--- src/rtl/assert_macros.svh ---
// Assertion macros shared by the nibble sequencer RTL.
`ifndef ASSERT_MACROS_SVH
`define ASSERT_MACROS_SVH

// Same-cycle implication, disabled while in reset.
`define CLNS_ASSERT_IMPL(lbl, clk, rst_n, ante, cons) \
	lbl: assert property (@(posedge clk) disable iff (!rst_n) (ante) |-> (cons)) \
		else $error("clns assertion failed");

// Next-cycle implication, disabled while in reset.
`define CLNS_ASSERT_NEXT(lbl, clk, rst_n, ante, cons) \
	lbl: assert property (@(posedge clk) disable iff (!rst_n) (ante) |=> (cons)) \
		else $error("clns assertion failed");

`endif

--- src/rtl/clns_pkg.sv ---
// Types, constants and job tables for the character-LCD nibble sequencer.
package clns_pkg;

	localparam int CLNS_QUEUE_DEPTH = 4;

	// configuration register indexes
	localparam logic [1:0] REG_RS_BIT   = 2'd0;
	localparam logic [1:0] REG_EN_BIT   = 2'd1;
	localparam logic [1:0] REG_DEV_ADDR = 2'd2;

	localparam logic [1:0] RST_RS_BIT   = 2'd0;
	localparam logic [2:0] RST_EN_BIT   = 3'd2;
	localparam logic [6:0] RST_DEV_ADDR = 7'd39;

	// delays in microseconds
	localparam logic [14:0] DLY_POWER_ON      = 15'd20000;
	localparam logic [14:0] DLY_RESET2        = 15'd5001;
	localparam logic [14:0] DLY_RESET3        = 15'd151;
	localparam logic [14:0] DLY_STROBE_BEFORE = 15'd1;
	localparam logic [10:0] DLY_STROBE_AFTER  = 11'd1;
	localparam logic [10:0] DLY_SETTLE        = 11'd45;
	localparam logic [10:0] DLY_CLEAR         = 11'd2045;

	localparam logic [7:0] HI_MASK   = 8'hF0;
	localparam logic [7:0] LO_MASK   = 8'h0F;
	localparam logic [7:0] NIB_ZERO  = 8'h00;
	localparam logic [7:0] NIB_RESET = 8'h30;
	localparam logic [7:0] NIB_4BIT  = 8'h20;
	localparam logic [7:0] CMD_SLOW_LIMIT = 8'h04;

	localparam logic [7:0] CMD_FUNC_SET = 8'h28;
	localparam logic [7:0] CMD_DISP_OFF = 8'h08;
	localparam logic [7:0] CMD_CLEAR    = 8'h01;
	localparam logic [7:0] CMD_DISP_ON  = 8'h0C;
	localparam logic [7:0] CMD_HOME_DD  = 8'h80;

	localparam logic [1:0] PART_RS    = 2'd0;
	localparam logic [1:0] PART_HI    = 2'd1;
	localparam logic [1:0] PART_LAST  = 2'd2;
	localparam logic [2:0] PRE_LAST   = 3'd4;
	localparam logic [2:0] CMD_LAST   = 3'd4;

	typedef enum logic [1:0] {
		JOB_RS_FIX    = 2'd0,
		JOB_NIB_PULSE = 2'd1,
		JOB_PULSE     = 2'd2
	} job_kind_t;

	typedef struct packed {
		job_kind_t   kind;
		logic        is_data;
		logic [7:0]  nib;
		logic [14:0] nib_before;
		logic [14:0] en_before;
		logic [10:0] after;
		logic        last;
	} job_t;

	typedef struct packed {
		logic [1:0] rs_bit;
		logic [2:0] en_bit;
		logic [6:0] device_address;
	} cfg_t;

	// one of the three jobs that send a byte
	function automatic job_t byte_job(input logic [7:0] code, input logic data,
			input logic [1:0] part, input logic [1:0] rs_bit);
		job_t j;
		logic [7:0] rsn;
		rsn = data ? ((8'h01 << rs_bit) & LO_MASK) : 8'h00;
		j = '0;
		case (part)
			PART_RS: begin
				j.kind    = JOB_RS_FIX;
				j.is_data = data;
			end
			PART_HI: begin
				j.kind      = JOB_NIB_PULSE;
				j.nib       = (code & HI_MASK) | rsn;
				j.en_before = DLY_STROBE_BEFORE;
				j.after     = DLY_SETTLE;
			end
			default: begin
				j.kind      = JOB_NIB_PULSE;
				j.nib       = {code[3:0], 4'h0} | rsn;
				j.en_before = DLY_STROBE_BEFORE;
				j.after     = (!data && code < CMD_SLOW_LIMIT) ? DLY_CLEAR : DLY_SETTLE;
			end
		endcase
		return j;
	endfunction

	// power-up preamble: reset nibbles and the switch to 4-bit mode
	function automatic job_t pre_job(input logic [2:0] idx);
		job_t j;
		j = '0;
		j.kind      = JOB_NIB_PULSE;
		j.en_before = DLY_STROBE_BEFORE;
		j.after     = DLY_SETTLE;
		case (idx)
			3'd0: begin
				j.nib        = NIB_ZERO;
				j.nib_before = DLY_POWER_ON;
			end
			3'd1: j.nib = NIB_RESET;
			3'd2: begin
				j.kind      = JOB_PULSE;
				j.en_before = DLY_RESET2;
			end
			3'd3: begin
				j.kind      = JOB_PULSE;
				j.en_before = DLY_RESET3;
			end
			default: j.nib = NIB_4BIT;
		endcase
		return j;
	endfunction

	function automatic logic [7:0] init_code(input logic [2:0] idx);
		case (idx)
			3'd0:    return CMD_FUNC_SET;
			3'd1:    return CMD_DISP_OFF;
			3'd2:    return CMD_CLEAR;
			3'd3:    return CMD_DISP_ON;
			default: return CMD_HOME_DD;
		endcase
	endfunction

endpackage

--- src/rtl/clns_ifs.sv ---
// Valid/ready channel interfaces for LCD requests and expander writes.
interface clns_req_if;
	logic       valid;
	logic       ready;
	logic       action;
	logic [7:0] code_byte;
	logic       is_data;

	modport source (output valid, action, code_byte, is_data, input ready);
	modport sink   (input valid, action, code_byte, is_data, output ready);
endinterface

interface clns_rsp_if;
	logic        valid;
	logic        ready;
	logic [7:0]  expander_byte;
	logic [6:0]  bus_address;
	logic [14:0] delay_before_us;
	logic [10:0] delay_after_us;
	logic        last_of_run;

	modport source (output valid, expander_byte, bus_address, delay_before_us,
		delay_after_us, last_of_run, input ready);
	modport sink   (input valid, expander_byte, bus_address, delay_before_us,
		delay_after_us, last_of_run, output ready);
endinterface

--- src/rtl/char_lcd_nibble_sequencer.sv ---
// Character-LCD nibble sequencer top: HD44780 4-bit writes through an I2C port expander.
//
// req (sink): one beat is either a byte for the display (action 0, code_byte, is_data)
// or a power-up request (action 1). rsp (source): one beat per expander write, with the
// expander byte, bus address, delays before and after, and last_of_run on the final one.
// A byte gives 7 beats, a power-up 48. The APB port sets rs_bit, en_bit and
// device_address at byte addresses 0, 4 and 8; only write it while the block is idle.
// The front end takes a request when it is idle and splits it into jobs (3 for a byte,
// 20 for power-up) into a job queue, one job a cycle while the queue has room; the back
// end turns each job into 1 to 3 beats, one beat a cycle while rsp is not stalled, into a
// registered output stage. The first beat passes the front-end state register, the queue
// and the back-end job register before the output register. With rsp never stalled the
// beats of a byte or of a power-up leave back to back. A stalled rsp holds the beat and
// backs up the queue, then the front end; the next request is taken once its previous
// jobs are all in the queue.
// Reset clears the registers to their defaults, empties the queue and clears the
// stored expander value to zero.
module char_lcd_nibble_sequencer
	import clns_pkg::*;
#(
	parameter int QueueDepth = CLNS_QUEUE_DEPTH
) (
	input  logic        clk,
	input  logic        arst_n,
	input  logic        psel,
	input  logic        penable,
	input  logic        pwrite,
	input  logic [3:0]  paddr,
	input  logic [31:0] pwdata,
	output logic [31:0] prdata,
	output logic        pready,
	clns_req_if.sink    req,
	clns_rsp_if.source  rsp
);

	cfg_t       cfg_q;
	logic       push_valid;
	job_t       push_job;
	logic       push_ready;
	logic       pop_valid;
	job_t       pop_job;
	logic       pop_ready;
	logic [1:0] reg_idx;

	assign pready  = 1'b1;
	assign reg_idx = paddr[3:2];

	always_ff @(posedge clk or negedge arst_n) begin
		if (!arst_n) begin
			cfg_q.rs_bit         <= RST_RS_BIT;
			cfg_q.en_bit         <= RST_EN_BIT;
			cfg_q.device_address <= RST_DEV_ADDR;
		end else if (psel && penable && pwrite && pready) begin
			case (reg_idx)
				REG_RS_BIT:   cfg_q.rs_bit         <= pwdata[1:0];
				REG_EN_BIT:   cfg_q.en_bit         <= pwdata[2:0];
				REG_DEV_ADDR: cfg_q.device_address <= pwdata[6:0];
				default: ;
			endcase
		end
	end

	always_comb begin
		case (reg_idx)
			REG_RS_BIT:   prdata = 32'(cfg_q.rs_bit);
			REG_EN_BIT:   prdata = 32'(cfg_q.en_bit);
			REG_DEV_ADDR: prdata = 32'(cfg_q.device_address);
			default:      prdata = '0;
		endcase
	end

	clns_front u_front (
		.clk        (clk),
		.arst_n     (arst_n),
		.cfg        (cfg_q),
		.req        (req),
		.push_valid (push_valid),
		.push_job   (push_job),
		.push_ready (push_ready)
	);

	clns_queue #(
		.Depth (QueueDepth)
	) u_queue (
		.clk        (clk),
		.arst_n     (arst_n),
		.push_valid (push_valid),
		.push_job   (push_job),
		.push_ready (push_ready),
		.pop_valid  (pop_valid),
		.pop_job    (pop_job),
		.pop_ready  (pop_ready)
	);

	clns_back u_back (
		.clk       (clk),
		.arst_n    (arst_n),
		.cfg       (cfg_q),
		.pop_valid (pop_valid),
		.pop_job   (pop_job),
		.pop_ready (pop_ready),
		.rsp       (rsp)
	);

endmodule

--- src/rtl/clns_front.sv ---
// Front end: accepts requests and breaks them into nibble jobs.
module clns_front
	import clns_pkg::*;
(
	input  logic       clk,
	input  logic       arst_n,
	input  cfg_t       cfg,
	clns_req_if.sink   req,
	output logic       push_valid,
	output job_t       push_job,
	input  logic       push_ready
);

	typedef enum logic [3:0] {
		S_IDLE = 4'b0001,
		S_BYTE = 4'b0010,
		S_PRE  = 4'b0100,
		S_CMD  = 4'b1000
	} front_state_t;

	front_state_t state_q;
	logic [1:0]   part_q;
	logic [2:0]   idx_q;
	logic [7:0]   code_q;
	logic         data_q;
	logic         push_fire;

	assign req.ready  = (state_q == S_IDLE);
	assign push_valid = (state_q != S_IDLE);
	assign push_fire  = push_valid && push_ready;

	always_comb begin
		case (state_q)
			S_BYTE: begin
				push_job      = byte_job(code_q, data_q, part_q, cfg.rs_bit);
				push_job.last = (part_q == PART_LAST);
			end
			S_PRE: begin
				push_job = pre_job(idx_q);
			end
			S_CMD: begin
				push_job      = byte_job(init_code(idx_q), 1'b0, part_q, cfg.rs_bit);
				push_job.last = (part_q == PART_LAST) && (idx_q == CMD_LAST);
			end
			default: begin
				push_job = '0;
			end
		endcase
	end

	always_ff @(posedge clk) begin
		if (req.valid && req.ready) begin
			code_q <= req.code_byte;
			data_q <= req.is_data;
		end
	end

	always_ff @(posedge clk or negedge arst_n) begin
		if (!arst_n) begin
			state_q <= S_IDLE;
			part_q  <= 2'd0;
			idx_q   <= 3'd0;
		end else begin
			case (state_q)
				S_IDLE: begin
					if (req.valid) begin
						state_q <= req.action ? S_PRE : S_BYTE;
					end
				end
				S_BYTE: begin
					if (push_fire) begin
						if (part_q == PART_LAST) begin
							part_q  <= 2'd0;
							state_q <= S_IDLE;
						end else begin
							part_q <= part_q + 2'd1;
						end
					end
				end
				S_PRE: begin
					if (push_fire) begin
						if (idx_q == PRE_LAST) begin
							idx_q   <= 3'd0;
							state_q <= S_CMD;
						end else begin
							idx_q <= idx_q + 3'd1;
						end
					end
				end
				S_CMD: begin
					if (push_fire) begin
						if (part_q == PART_LAST) begin
							part_q <= 2'd0;
							if (idx_q == CMD_LAST) begin
								idx_q   <= 3'd0;
								state_q <= S_IDLE;
							end else begin
								idx_q <= idx_q + 3'd1;
							end
						end else begin
							part_q <= part_q + 2'd1;
						end
					end
				end
				default: begin
					state_q <= S_IDLE;
				end
			endcase
		end
	end

endmodule

--- src/rtl/clns_queue.sv ---
// Small job queue between the front end and the beat generator.
`include "assert_macros.svh"

module clns_queue
	import clns_pkg::*;
#(
	parameter int Depth = CLNS_QUEUE_DEPTH
) (
	input  logic clk,
	input  logic arst_n,
	input  logic push_valid,
	input  job_t push_job,
	output logic push_ready,
	output logic pop_valid,
	output job_t pop_job,
	input  logic pop_ready
);

	localparam int PtrW = (Depth > 1) ? $clog2(Depth) : 1;
	localparam int CntW = $clog2(Depth + 1);

	job_t            slot_q [Depth];
	logic [PtrW-1:0] wr_ptr_q;
	logic [PtrW-1:0] rd_ptr_q;
	logic [CntW-1:0] cnt_q;
	logic            push_fire;
	logic            pop_fire;

	assign push_ready = (cnt_q != CntW'(Depth));
	assign pop_valid  = (cnt_q != '0);
	assign pop_job    = slot_q[rd_ptr_q];
	assign push_fire  = push_valid && push_ready;
	assign pop_fire   = pop_valid && pop_ready;

	always_ff @(posedge clk) begin
		if (push_fire) begin
			slot_q[wr_ptr_q] <= push_job;
		end
	end

	always_ff @(posedge clk or negedge arst_n) begin
		if (!arst_n) begin
			wr_ptr_q <= '0;
			rd_ptr_q <= '0;
			cnt_q    <= '0;
		end else begin
			if (push_fire) begin
				wr_ptr_q <= (wr_ptr_q == PtrW'(Depth - 1)) ? '0 : wr_ptr_q + PtrW'(1);
			end
			if (pop_fire) begin
				rd_ptr_q <= (rd_ptr_q == PtrW'(Depth - 1)) ? '0 : rd_ptr_q + PtrW'(1);
			end
			if (push_fire && !pop_fire) begin
				cnt_q <= cnt_q + CntW'(1);
			end else if (pop_fire && !push_fire) begin
				cnt_q <= cnt_q - CntW'(1);
			end
		end
	end

	`CLNS_ASSERT_IMPL(a_cnt_bound, clk, arst_n, 1'b1, cnt_q <= CntW'(Depth))
	`CLNS_ASSERT_NEXT(a_cnt_grow, clk, arst_n, push_fire && !pop_fire, cnt_q == $past(cnt_q) + CntW'(1))

endmodule

--- src/rtl/clns_back.sv ---
// Back end: plays each job out as expander write beats into an output register.
`include "assert_macros.svh"

module clns_back
	import clns_pkg::*;
(
	input  logic      clk,
	input  logic      arst_n,
	input  cfg_t      cfg,
	input  logic      pop_valid,
	input  job_t      pop_job,
	output logic      pop_ready,
	clns_rsp_if.source rsp
);

	job_t        cur_q;
	logic        active_q;
	logic [1:0]  beat_q;
	logic [7:0]  lev_q;

	logic        ov_q;
	logic [7:0]  obyte_q;
	logic [6:0]  oaddr_q;
	logic [14:0] obefore_q;
	logic [10:0] oafter_q;
	logic        olast_q;

	logic [7:0]  rs_mask;
	logic [7:0]  en_mask;
	logic        adv;
	logic        final_beat;
	logic        pop_fire;
	logic [7:0]  beat_byte;
	logic [14:0] beat_before;
	logic [10:0] beat_after;

	assign rs_mask    = 8'h01 << cfg.rs_bit;
	assign en_mask    = 8'h01 << cfg.en_bit;
	assign adv        = active_q && (!ov_q || rsp.ready);
	assign final_beat = (cur_q.kind == JOB_RS_FIX) || (beat_q == 2'd2);
	assign pop_ready  = !active_q || (adv && final_beat);
	assign pop_fire   = pop_valid && pop_ready;

	// beat 0 writes the nibble (or the RS fix-up), beats 1 and 2 are the strobe
	always_comb begin
		case (beat_q)
			2'd0: begin
				if (cur_q.kind == JOB_RS_FIX) begin
					beat_byte   = cur_q.is_data ? (lev_q | rs_mask) : (lev_q & ~rs_mask);
					beat_before = '0;
				end else begin
					beat_byte   = cur_q.nib;
					beat_before = cur_q.nib_before;
				end
				beat_after = '0;
			end
			2'd1: begin
				beat_byte   = lev_q | en_mask;
				beat_before = cur_q.en_before;
				beat_after  = DLY_STROBE_AFTER;
			end
			default: begin
				beat_byte   = lev_q & ~en_mask;
				beat_before = '0;
				beat_after  = cur_q.after;
			end
		endcase
	end

	always_ff @(posedge clk) begin
		if (pop_fire) begin
			cur_q <= pop_job;
		end
		if (adv) begin
			obyte_q   <= beat_byte;
			oaddr_q   <= cfg.device_address;
			obefore_q <= beat_before;
			oafter_q  <= beat_after;
			olast_q   <= final_beat && cur_q.last;
		end
	end

	always_ff @(posedge clk or negedge arst_n) begin
		if (!arst_n) begin
			active_q <= 1'b0;
			beat_q   <= 2'd0;
			lev_q    <= 8'h00;
			ov_q     <= 1'b0;
		end else begin
			if (pop_fire) begin
				active_q <= 1'b1;
				beat_q   <= (pop_job.kind == JOB_PULSE) ? 2'd1 : 2'd0;
			end else if (adv) begin
				if (final_beat) begin
					active_q <= 1'b0;
				end else begin
					beat_q <= beat_q + 2'd1;
				end
			end
			if (adv && beat_q == 2'd0 && cur_q.kind == JOB_NIB_PULSE) begin
				lev_q <= cur_q.nib;
			end
			if (adv) begin
				ov_q <= 1'b1;
			end else if (rsp.ready) begin
				ov_q <= 1'b0;
			end
		end
	end

	assign rsp.valid           = ov_q;
	assign rsp.expander_byte   = obyte_q;
	assign rsp.bus_address     = oaddr_q;
	assign rsp.delay_before_us = obefore_q;
	assign rsp.delay_after_us  = oafter_q;
	assign rsp.last_of_run     = olast_q;

	`CLNS_ASSERT_IMPL(a_beat_range, clk, arst_n, active_q, beat_q != 2'd3)
	`CLNS_ASSERT_NEXT(a_last_flag, clk, arst_n, adv && final_beat && cur_q.last, rsp.valid && rsp.last_of_run)

endmodule
--- src/flat_wrapper.sv ---
// flat-port wrapper written by rule: the top's interface ports become plain ports
module char_lcd_nibble_sequencer_flat import clns_pkg::*;
#(
	parameter int QueueDepth = CLNS_QUEUE_DEPTH
)
  (clk, arst_n, psel, penable, pwrite, paddr, pwdata, prdata, pready, req_valid, req_action, req_code_byte, req_is_data, req_ready, rsp_valid, rsp_expander_byte, rsp_bus_address, rsp_delay_before_us, rsp_delay_after_us, rsp_last_of_run, rsp_ready);
  clns_req_if req_i ();
  clns_rsp_if rsp_i ();
  input  logic clk;
  input  logic arst_n;
  input  logic psel;
  input  logic penable;
  input  logic pwrite;
  input  logic [3:0] paddr;
  input  logic [31:0] pwdata;
  output logic [31:0] prdata;
  output logic pready;
  input wire logic [$bits(req_i.valid)-1:0] req_valid;
  input wire logic [$bits(req_i.action)-1:0] req_action;
  input wire logic [$bits(req_i.code_byte)-1:0] req_code_byte;
  input wire logic [$bits(req_i.is_data)-1:0] req_is_data;
  output wire logic [$bits(req_i.ready)-1:0] req_ready;
  output wire logic [$bits(rsp_i.valid)-1:0] rsp_valid;
  output wire logic [$bits(rsp_i.expander_byte)-1:0] rsp_expander_byte;
  output wire logic [$bits(rsp_i.bus_address)-1:0] rsp_bus_address;
  output wire logic [$bits(rsp_i.delay_before_us)-1:0] rsp_delay_before_us;
  output wire logic [$bits(rsp_i.delay_after_us)-1:0] rsp_delay_after_us;
  output wire logic [$bits(rsp_i.last_of_run)-1:0] rsp_last_of_run;
  input wire logic [$bits(rsp_i.ready)-1:0] rsp_ready;
  assign req_i.valid = req_valid;
  assign req_i.action = req_action;
  assign req_i.code_byte = req_code_byte;
  assign req_i.is_data = req_is_data;
  assign req_ready = req_i.ready;
  assign rsp_valid = rsp_i.valid;
  assign rsp_expander_byte = rsp_i.expander_byte;
  assign rsp_bus_address = rsp_i.bus_address;
  assign rsp_delay_before_us = rsp_i.delay_before_us;
  assign rsp_delay_after_us = rsp_i.delay_after_us;
  assign rsp_last_of_run = rsp_i.last_of_run;
  assign rsp_i.ready = rsp_ready;
  char_lcd_nibble_sequencer #(.QueueDepth(QueueDepth)) u_core (.clk(clk), .arst_n(arst_n), .psel(psel), .penable(penable), .pwrite(pwrite), .paddr(paddr), .pwdata(pwdata), .prdata(prdata), .pready(pready), .req(req_i), .rsp(rsp_i));
endmodule
--- config.mk ---
export PLATFORM = sky130hd
export DESIGN_NAME = char_lcd_nibble_sequencer_flat
export DESIGN_NICKNAME = d
export VERILOG_FILES = /design/src/rtl/clns_pkg.sv /design/src/rtl/clns_ifs.sv /design/src/rtl/char_lcd_nibble_sequencer.sv /design/src/rtl/clns_front.sv /design/src/rtl/clns_queue.sv /design/src/rtl/clns_back.sv /design/src/flat_wrapper.sv
export VERILOG_INCLUDE_DIRS = /design/src /design/src/rtl
export SDC_FILE = /design/constraint.sdc
export NUM_CORES = 1
export LEC_CHECK = 0
export ABC_AREA = 0
export BUFFER_PORTS_ARGS = -buffer_cell sky130_fd_sc_hd__buf_4
export CAP_MARGIN = 10
export CORE_ASPECT_RATIO = 2
export CORE_MARGIN = 2
export CORE_UTILIZATION = 53
export CTS_BUF_LIST = sky130_fd_sc_hd__clkbuf_4
export CTS_CLUSTER_DIAMETER = 40
export CTS_CLUSTER_SIZE = 20
export DETAILED_ROUTE_END_ITERATION = 6
export PLACE_DENSITY_LB_ADDON = 0.3
export SYNTH_ARGS = -nofsm -noshare
export SYNTH_HDL_FRONTEND = slang
export SYNTH_SLANG_ARGS = --single-unit
--- constraint.sdc ---
create_clock -name clk -period 7.4 [get_ports clk]
set_clock_uncertainty 0.1 [all_clocks]
set_input_delay 0.74 -clock clk [delete_from_list [all_inputs] [get_ports clk]]
set_output_delay 0.74 -clock clk [all_outputs]
set_load 0.05 [all_outputs]
Word level (Yosys, flattened, before mapping):

Memories as Yosys holds them, arrays and structs flattened.
Cells that the tools add are included.

* register bits after elaboration: 144
* RAM bits: 212
* output and inout bits: 77
* word-level logic and storage cells: 174
* memories: 1

Memory list
* u_core.u_queue.slot_q: depth 4, bits a word 53, rd ports 1, clocked after memory_dff 0, write ports 1, line clns_queue.sv:22 `job_t slot_q [Depth];`

* $add $sub $neg: 7
* $lt $le $gt $ge: 2
* equal/unequal tests: 29
* shift-type cells: 2
* muxes and demuxes: 54
* bitwise gates (word level): 8
* reductions and logical operators: 44

Operators by type and width (number)
* one-hot mux 53 bit (3 select lines): 1
* one-hot mux 12 bit (2 select lines): 2
* one-hot mux 8 bit (2 select lines): 3
* 2-to-1 mux 4 bit: 9
* one-hot mux 8 bit (4 select lines): 1
* 2-to-1 mux 15 bit: 2
* one-hot mux 15 bit (2 select lines): 1
* one-hot mux 13 bit (2 select lines): 1
* 2-to-1 mux 8 bit: 3
* 2-to-1 mux 11 bit: 2
* one-hot mux 11 bit (2 select lines): 1
* 2-to-1 mux 3 bit: 7
* one-hot mux 7 bit (3 select lines): 1
* bitwise AND 8 bit: 2
* less-than comparator 8 x 3 -> 1 bit, second input constant: 2
* != test 2 bit, second input constant: 8
* inverter 8 bit: 2
* OR 8 x 4 -> 8 bit: 2
* OR 8 bit: 2
* one-hot mux 4 bit (4 select lines): 1
* logical AND 1 bit: 14
* 2-to-1 mux 2 bit: 7
* equality test 2 bit, second input constant: 6
* one-hot mux 6 bit (2 select lines): 1
* other kinds (29): 65

Logic depth before layout (Yosys ltp):

* depth after elaboration: 9
* mapped depth: 11
* mapped depth without buffers: 11

By module:

From an unflattened synthesis, not the netlist that was laid out.

* cell total of the unflattened synthesis: 784
* area total of the unflattened synthesis: 14513.9 um^2

Modules (own cells, without submodules)
* clns_queue: instances 1, cells each 313, area an instance 8071.5 um^2, seq. area each 6541.3 um^2
* clns_back: instances 1, cells each 237, area an instance 4091.4 um^2, seq. area each 3153.0 um^2
* clns_front: instances 1, cells each 165, area an instance 1570.3 um^2, seq. area each 496.7 um^2
* char_lcd_nibble_sequencer: instances 1, cells each 69, area an instance 780.7 um^2, seq. area each 306.5 um^2

Worst setup path before layout:

No wires, ideal clock.

* kind: input to output
* start: input paddr[2]
* end: output prdata[0]
* arrival time: 2.176 ns
* data required time: 6.560 ns
* path slack: 4.384 ns
* stages on the path: 3
* path buffers: 1
* cells stage by stage: clkbuf_1 -> mux2i_1 -> o21ai_0

* word-level cells in the longest chain between the ends: 2
* elaborated cells on any way between the ends: 4
* classes of those cells: 2 x eq/ne; 1 x mux; 1 x reduce/logical

Ends and longest elaborated chain
* start, declared: line flat_wrapper.sv:14 `input logic [3:0] paddr;`
* equality test 2 bit (tied with other cells): line char_lcd_nibble_sequencer.sv:64 `case (reg_idx)`
* one-hot mux 7 bit (3 select lines) (*): line char_lcd_nibble_sequencer.sv:64
* end, declared: line flat_wrapper.sv:16 `output logic [31:0] prdata;`

Every way passes the cells marked *; elsewhere a longest branch is shown, timed or not.

Worst setup path in the final report:

* start: register u_core.u_front.state_q[0]
* end: output req_ready

* word-level cells in the longest chain between the ends: 1

Ends and longest elaborated chain
* start, declared: line clns_front.sv:21 `front_state_t state_q;`
* start signal, assigned: line clns_front.sv:67 `state_q <= req.action ? S_PRE : S_BYTE;`
* equality test 4 x 1 -> 1 bit: line clns_front.sv:28 `assign req.ready = (state_q == S_IDLE);`
* end, declared: line flat_wrapper.sv:22 `output wire logic [$bits(req_i.ready)-1:0] req_ready;`

No other way between the ends.

==> results_dict.tcl <==
set metrics [dict create \
    status "finished, final reports clean" \
    drive_gt1_frac 0.306 \
    yosys.cell_types.count 54 \
    synthCells 482 \
    p_per_area_mw_per_mm2 445 \
    detail_route.first_pass.iterations 4 \
    grt_usage 0.176 \
    die_h_um 169 \
    syn_area_mm2 0.00720 \
    htree_levels 4 \
    yosysWarnings 0 \
    max_slew_margin 0.388 \
    synth_edf_count 119 \
    drt-vias-per-instance 5.52 \
    hold_viol 0 \
    final_cell_mix "edfxtp_1, buf_4, dfrtp_1" \
    ant_nets 0 \
    ir_drop_uv 283 \
    cts_setup_buffers 0 \
    setup_tns_ns 0 \
    crit_arrival_ns 1.90 \
    worst_slew_pin_slew_ns 0.918 \
    crit_path_end_kind "primary output" \
    r2r_start "u_core.u_front.state_q[0]" \
    post-dp-hpwl_um 8830 \
    grt_max_degree 41 \
    coreArea_mm2 0.0134 \
    cp.required_ns 6.56 \
    hp-class "in -> async" \
    nets 608 \
    r2r-end "u_core.u_queue.cnt_q[1]" \
    drt-total-wl_um 12000 \
    drc_errors 0 \
    areaGrowthSynthToFinish_pct 10.7 \
    cts_buffers 17 \
    dieArea_mm2 0.0146 \
    io_buffers 73 \
    clk_root_buffer_cell "clkbuf_4" \
    cts.path.max_buffers 2 \
    cp-start-kind "register" \
    row_count 60 \
    grt_pass1_vias 3976 \
    cts_sinks 159 \
    reg2reg_slack_ns 4.74 \
    die_w_um 86.4 \
    clk_pin_slew_worst_paths_ns 0.13 \
    drv_slew 0 \
    layout_commonest_cell "edfxtp_1" \
    whs_ns 0.0912 \
    vias 3915 \
    drt_iter0_drc 127 \
    rr_worst_depth 7 \
    syn_area_per_cell_um2 14.9 \
    ios 130 \
    yosysSeqAreaShare 0.636 \
    setup_viol 0 \
    crit_path_max_fanout 8 \
    antenna_found_initial 1 \
    criticalPathCategory "reg -> out" \
    grt_first_pass_wirelength_um 19500 \
    finalCritPeriodShare 0.370 \
    async_flop_share 0.252 \
    synth_top_flop_cell "edfxtp_1" \
    drv_cap 0 \
    post_cts_resized 0 \
    clock_latency_ns 0.52 \
    initial_core_util 0.539 \
    cts_hold_buf 0 \
    gp_congestion 0.817 \
    timing.fmax_ghz 0.365 \
    synth_seq_cells 159 \
    rsz0062_at_grt "no" \
    p_leak_nw 3.09 \
    finalPower_w 0.00355 \
    period_needed_ns 2.74 \
    tritoncts "built" \
    overflow 0 \
    detail_route.wl_per_cell_um 17.0 \
]
==> sequential cells by signal, indices dropped and copies added (netlist names), 4 cells and up <==
name / cells
u_core.u_back.rsp.expander_byte: 8
u_core.u_back.rsp.delay_before_us: 6
u_core.u_front.state_q: 4
u_core.u_front.code_q: 8
u_core.u_back.rsp.bus_address: 7
u_core.u_back.lev_q: 8
u_core.u_back.cur_q: 17
u_core.cfg_q: 12
u_core.u_queue.slot_q: 68
==> synthesized netlist by cell type, drive strengths merged (5+ instances only) <==
cell type	n	area, um^2
nand2	22	82.6
and2	17	106
mux4	17	383
mux2	29	334
clkbuf	14	52.6
buf	49	365
a21oi	12	60.1
nor2	16	60.1
inv	13	48.8
a22o	5	43.8
o21ai	15	75.1
ha	14	175
dfstp	6	158
nand2b	6	37.5
nand3	5	25.0
dfrtp	34	851
edfxtp	119	3570
mux2i	14	140
nor3b	7	57.6
nor2b	15	93.8
==> critical path, cell delays in order (launching register included) <==
cell     delay [ns]
dfstp_2        0.67
nor4b_4        0.43
buf_4          0.28
==> through the flow <==
stage | instances | area [um^2] | worst slack, ns | util
finish | 709 | 7970 | 4.66 | 0.596
global route | 709 | 7970 | 4.50 | 0.596
CTS | 708 | 7970 | 4.61 | 0.596
detailed placement | 676 | 7640 | 4.78 | 0.572
global placement | 676 | 7640 | 4.85 | 0.572
floorplan | 509 | 7300 | 4.38 | -
==> power by group <==
part	internal [W]	switching, W	total [W]
logic	0.000540	0.000845	0.00139
registers	0.00139	0.000206	0.00159
clock network	0.000272	0.000294	0.000566
==> worst max-delay path by stage <==
| stage | startpoint | to | slack [ns] |
|---|---|---|---|
| after floorplan | paddr[2] | prdata[0] | 4.38 |
| after global placement | u_core.u_front.state_q[0] | u_core.u_queue.cnt_q[1] | 4.85 |
| after detailed placement | u_core.u_front.state_q[0] | u_core.u_queue.cnt_q[1] | 4.78 |
| after CTS | u_core.u_front.state_q[0] | req_ready | 4.61 |
| after global routing | u_core.u_front.state_q[0] | req_ready | 4.50 |
| final | u_core.u_front.state_q[0] | req_ready | 4.66 |
==> cell type report <==
type,instances,area [um^2]
Timing Repair Buffer,75,563
Clock buffer,18,135
Fill cell,1034,5400
Antenna cell,1,2.50
Multi-Input combinational cell,274,2250
Clock inverter,14,190
Inverter,13,48.8
Sequential cell,159,4580
Tap cell,155,194
==> logic make-up (layout without fill, tap and decap cells) <==
| group | Yosys count | after routing | synth area share |
|---|---|---|---|
| buffers and inverters | 76 | 120 | 0.0648 |
| other | 2 | 30 | 0.00104 |
| XOR/XNOR | 5 | 5 | 0.00608 |
| flip-flops | 159 | 159 | 0.636 |
| adder cells (fa/ha/maj) | 15 | 15 | 0.0271 |
| AND/OR/NAND/NOR | 111 | 111 | 0.0949 |
| AO/OA/AOI/OAI | 54 | 54 | 0.0506 |
| multiplexers | 60 | 60 | 0.119 |
==> routing by layer <==
layer	vias to the layer above	track usage	wire length, um
met5	-	0	0
met4	0	0.0700	323
met3	19	0.0473	442
met2	124	0.351	7190
met1	1938	0.158	4060
li1	1834	-	-
Note: power is estimated with default switching activity, not from simulation.
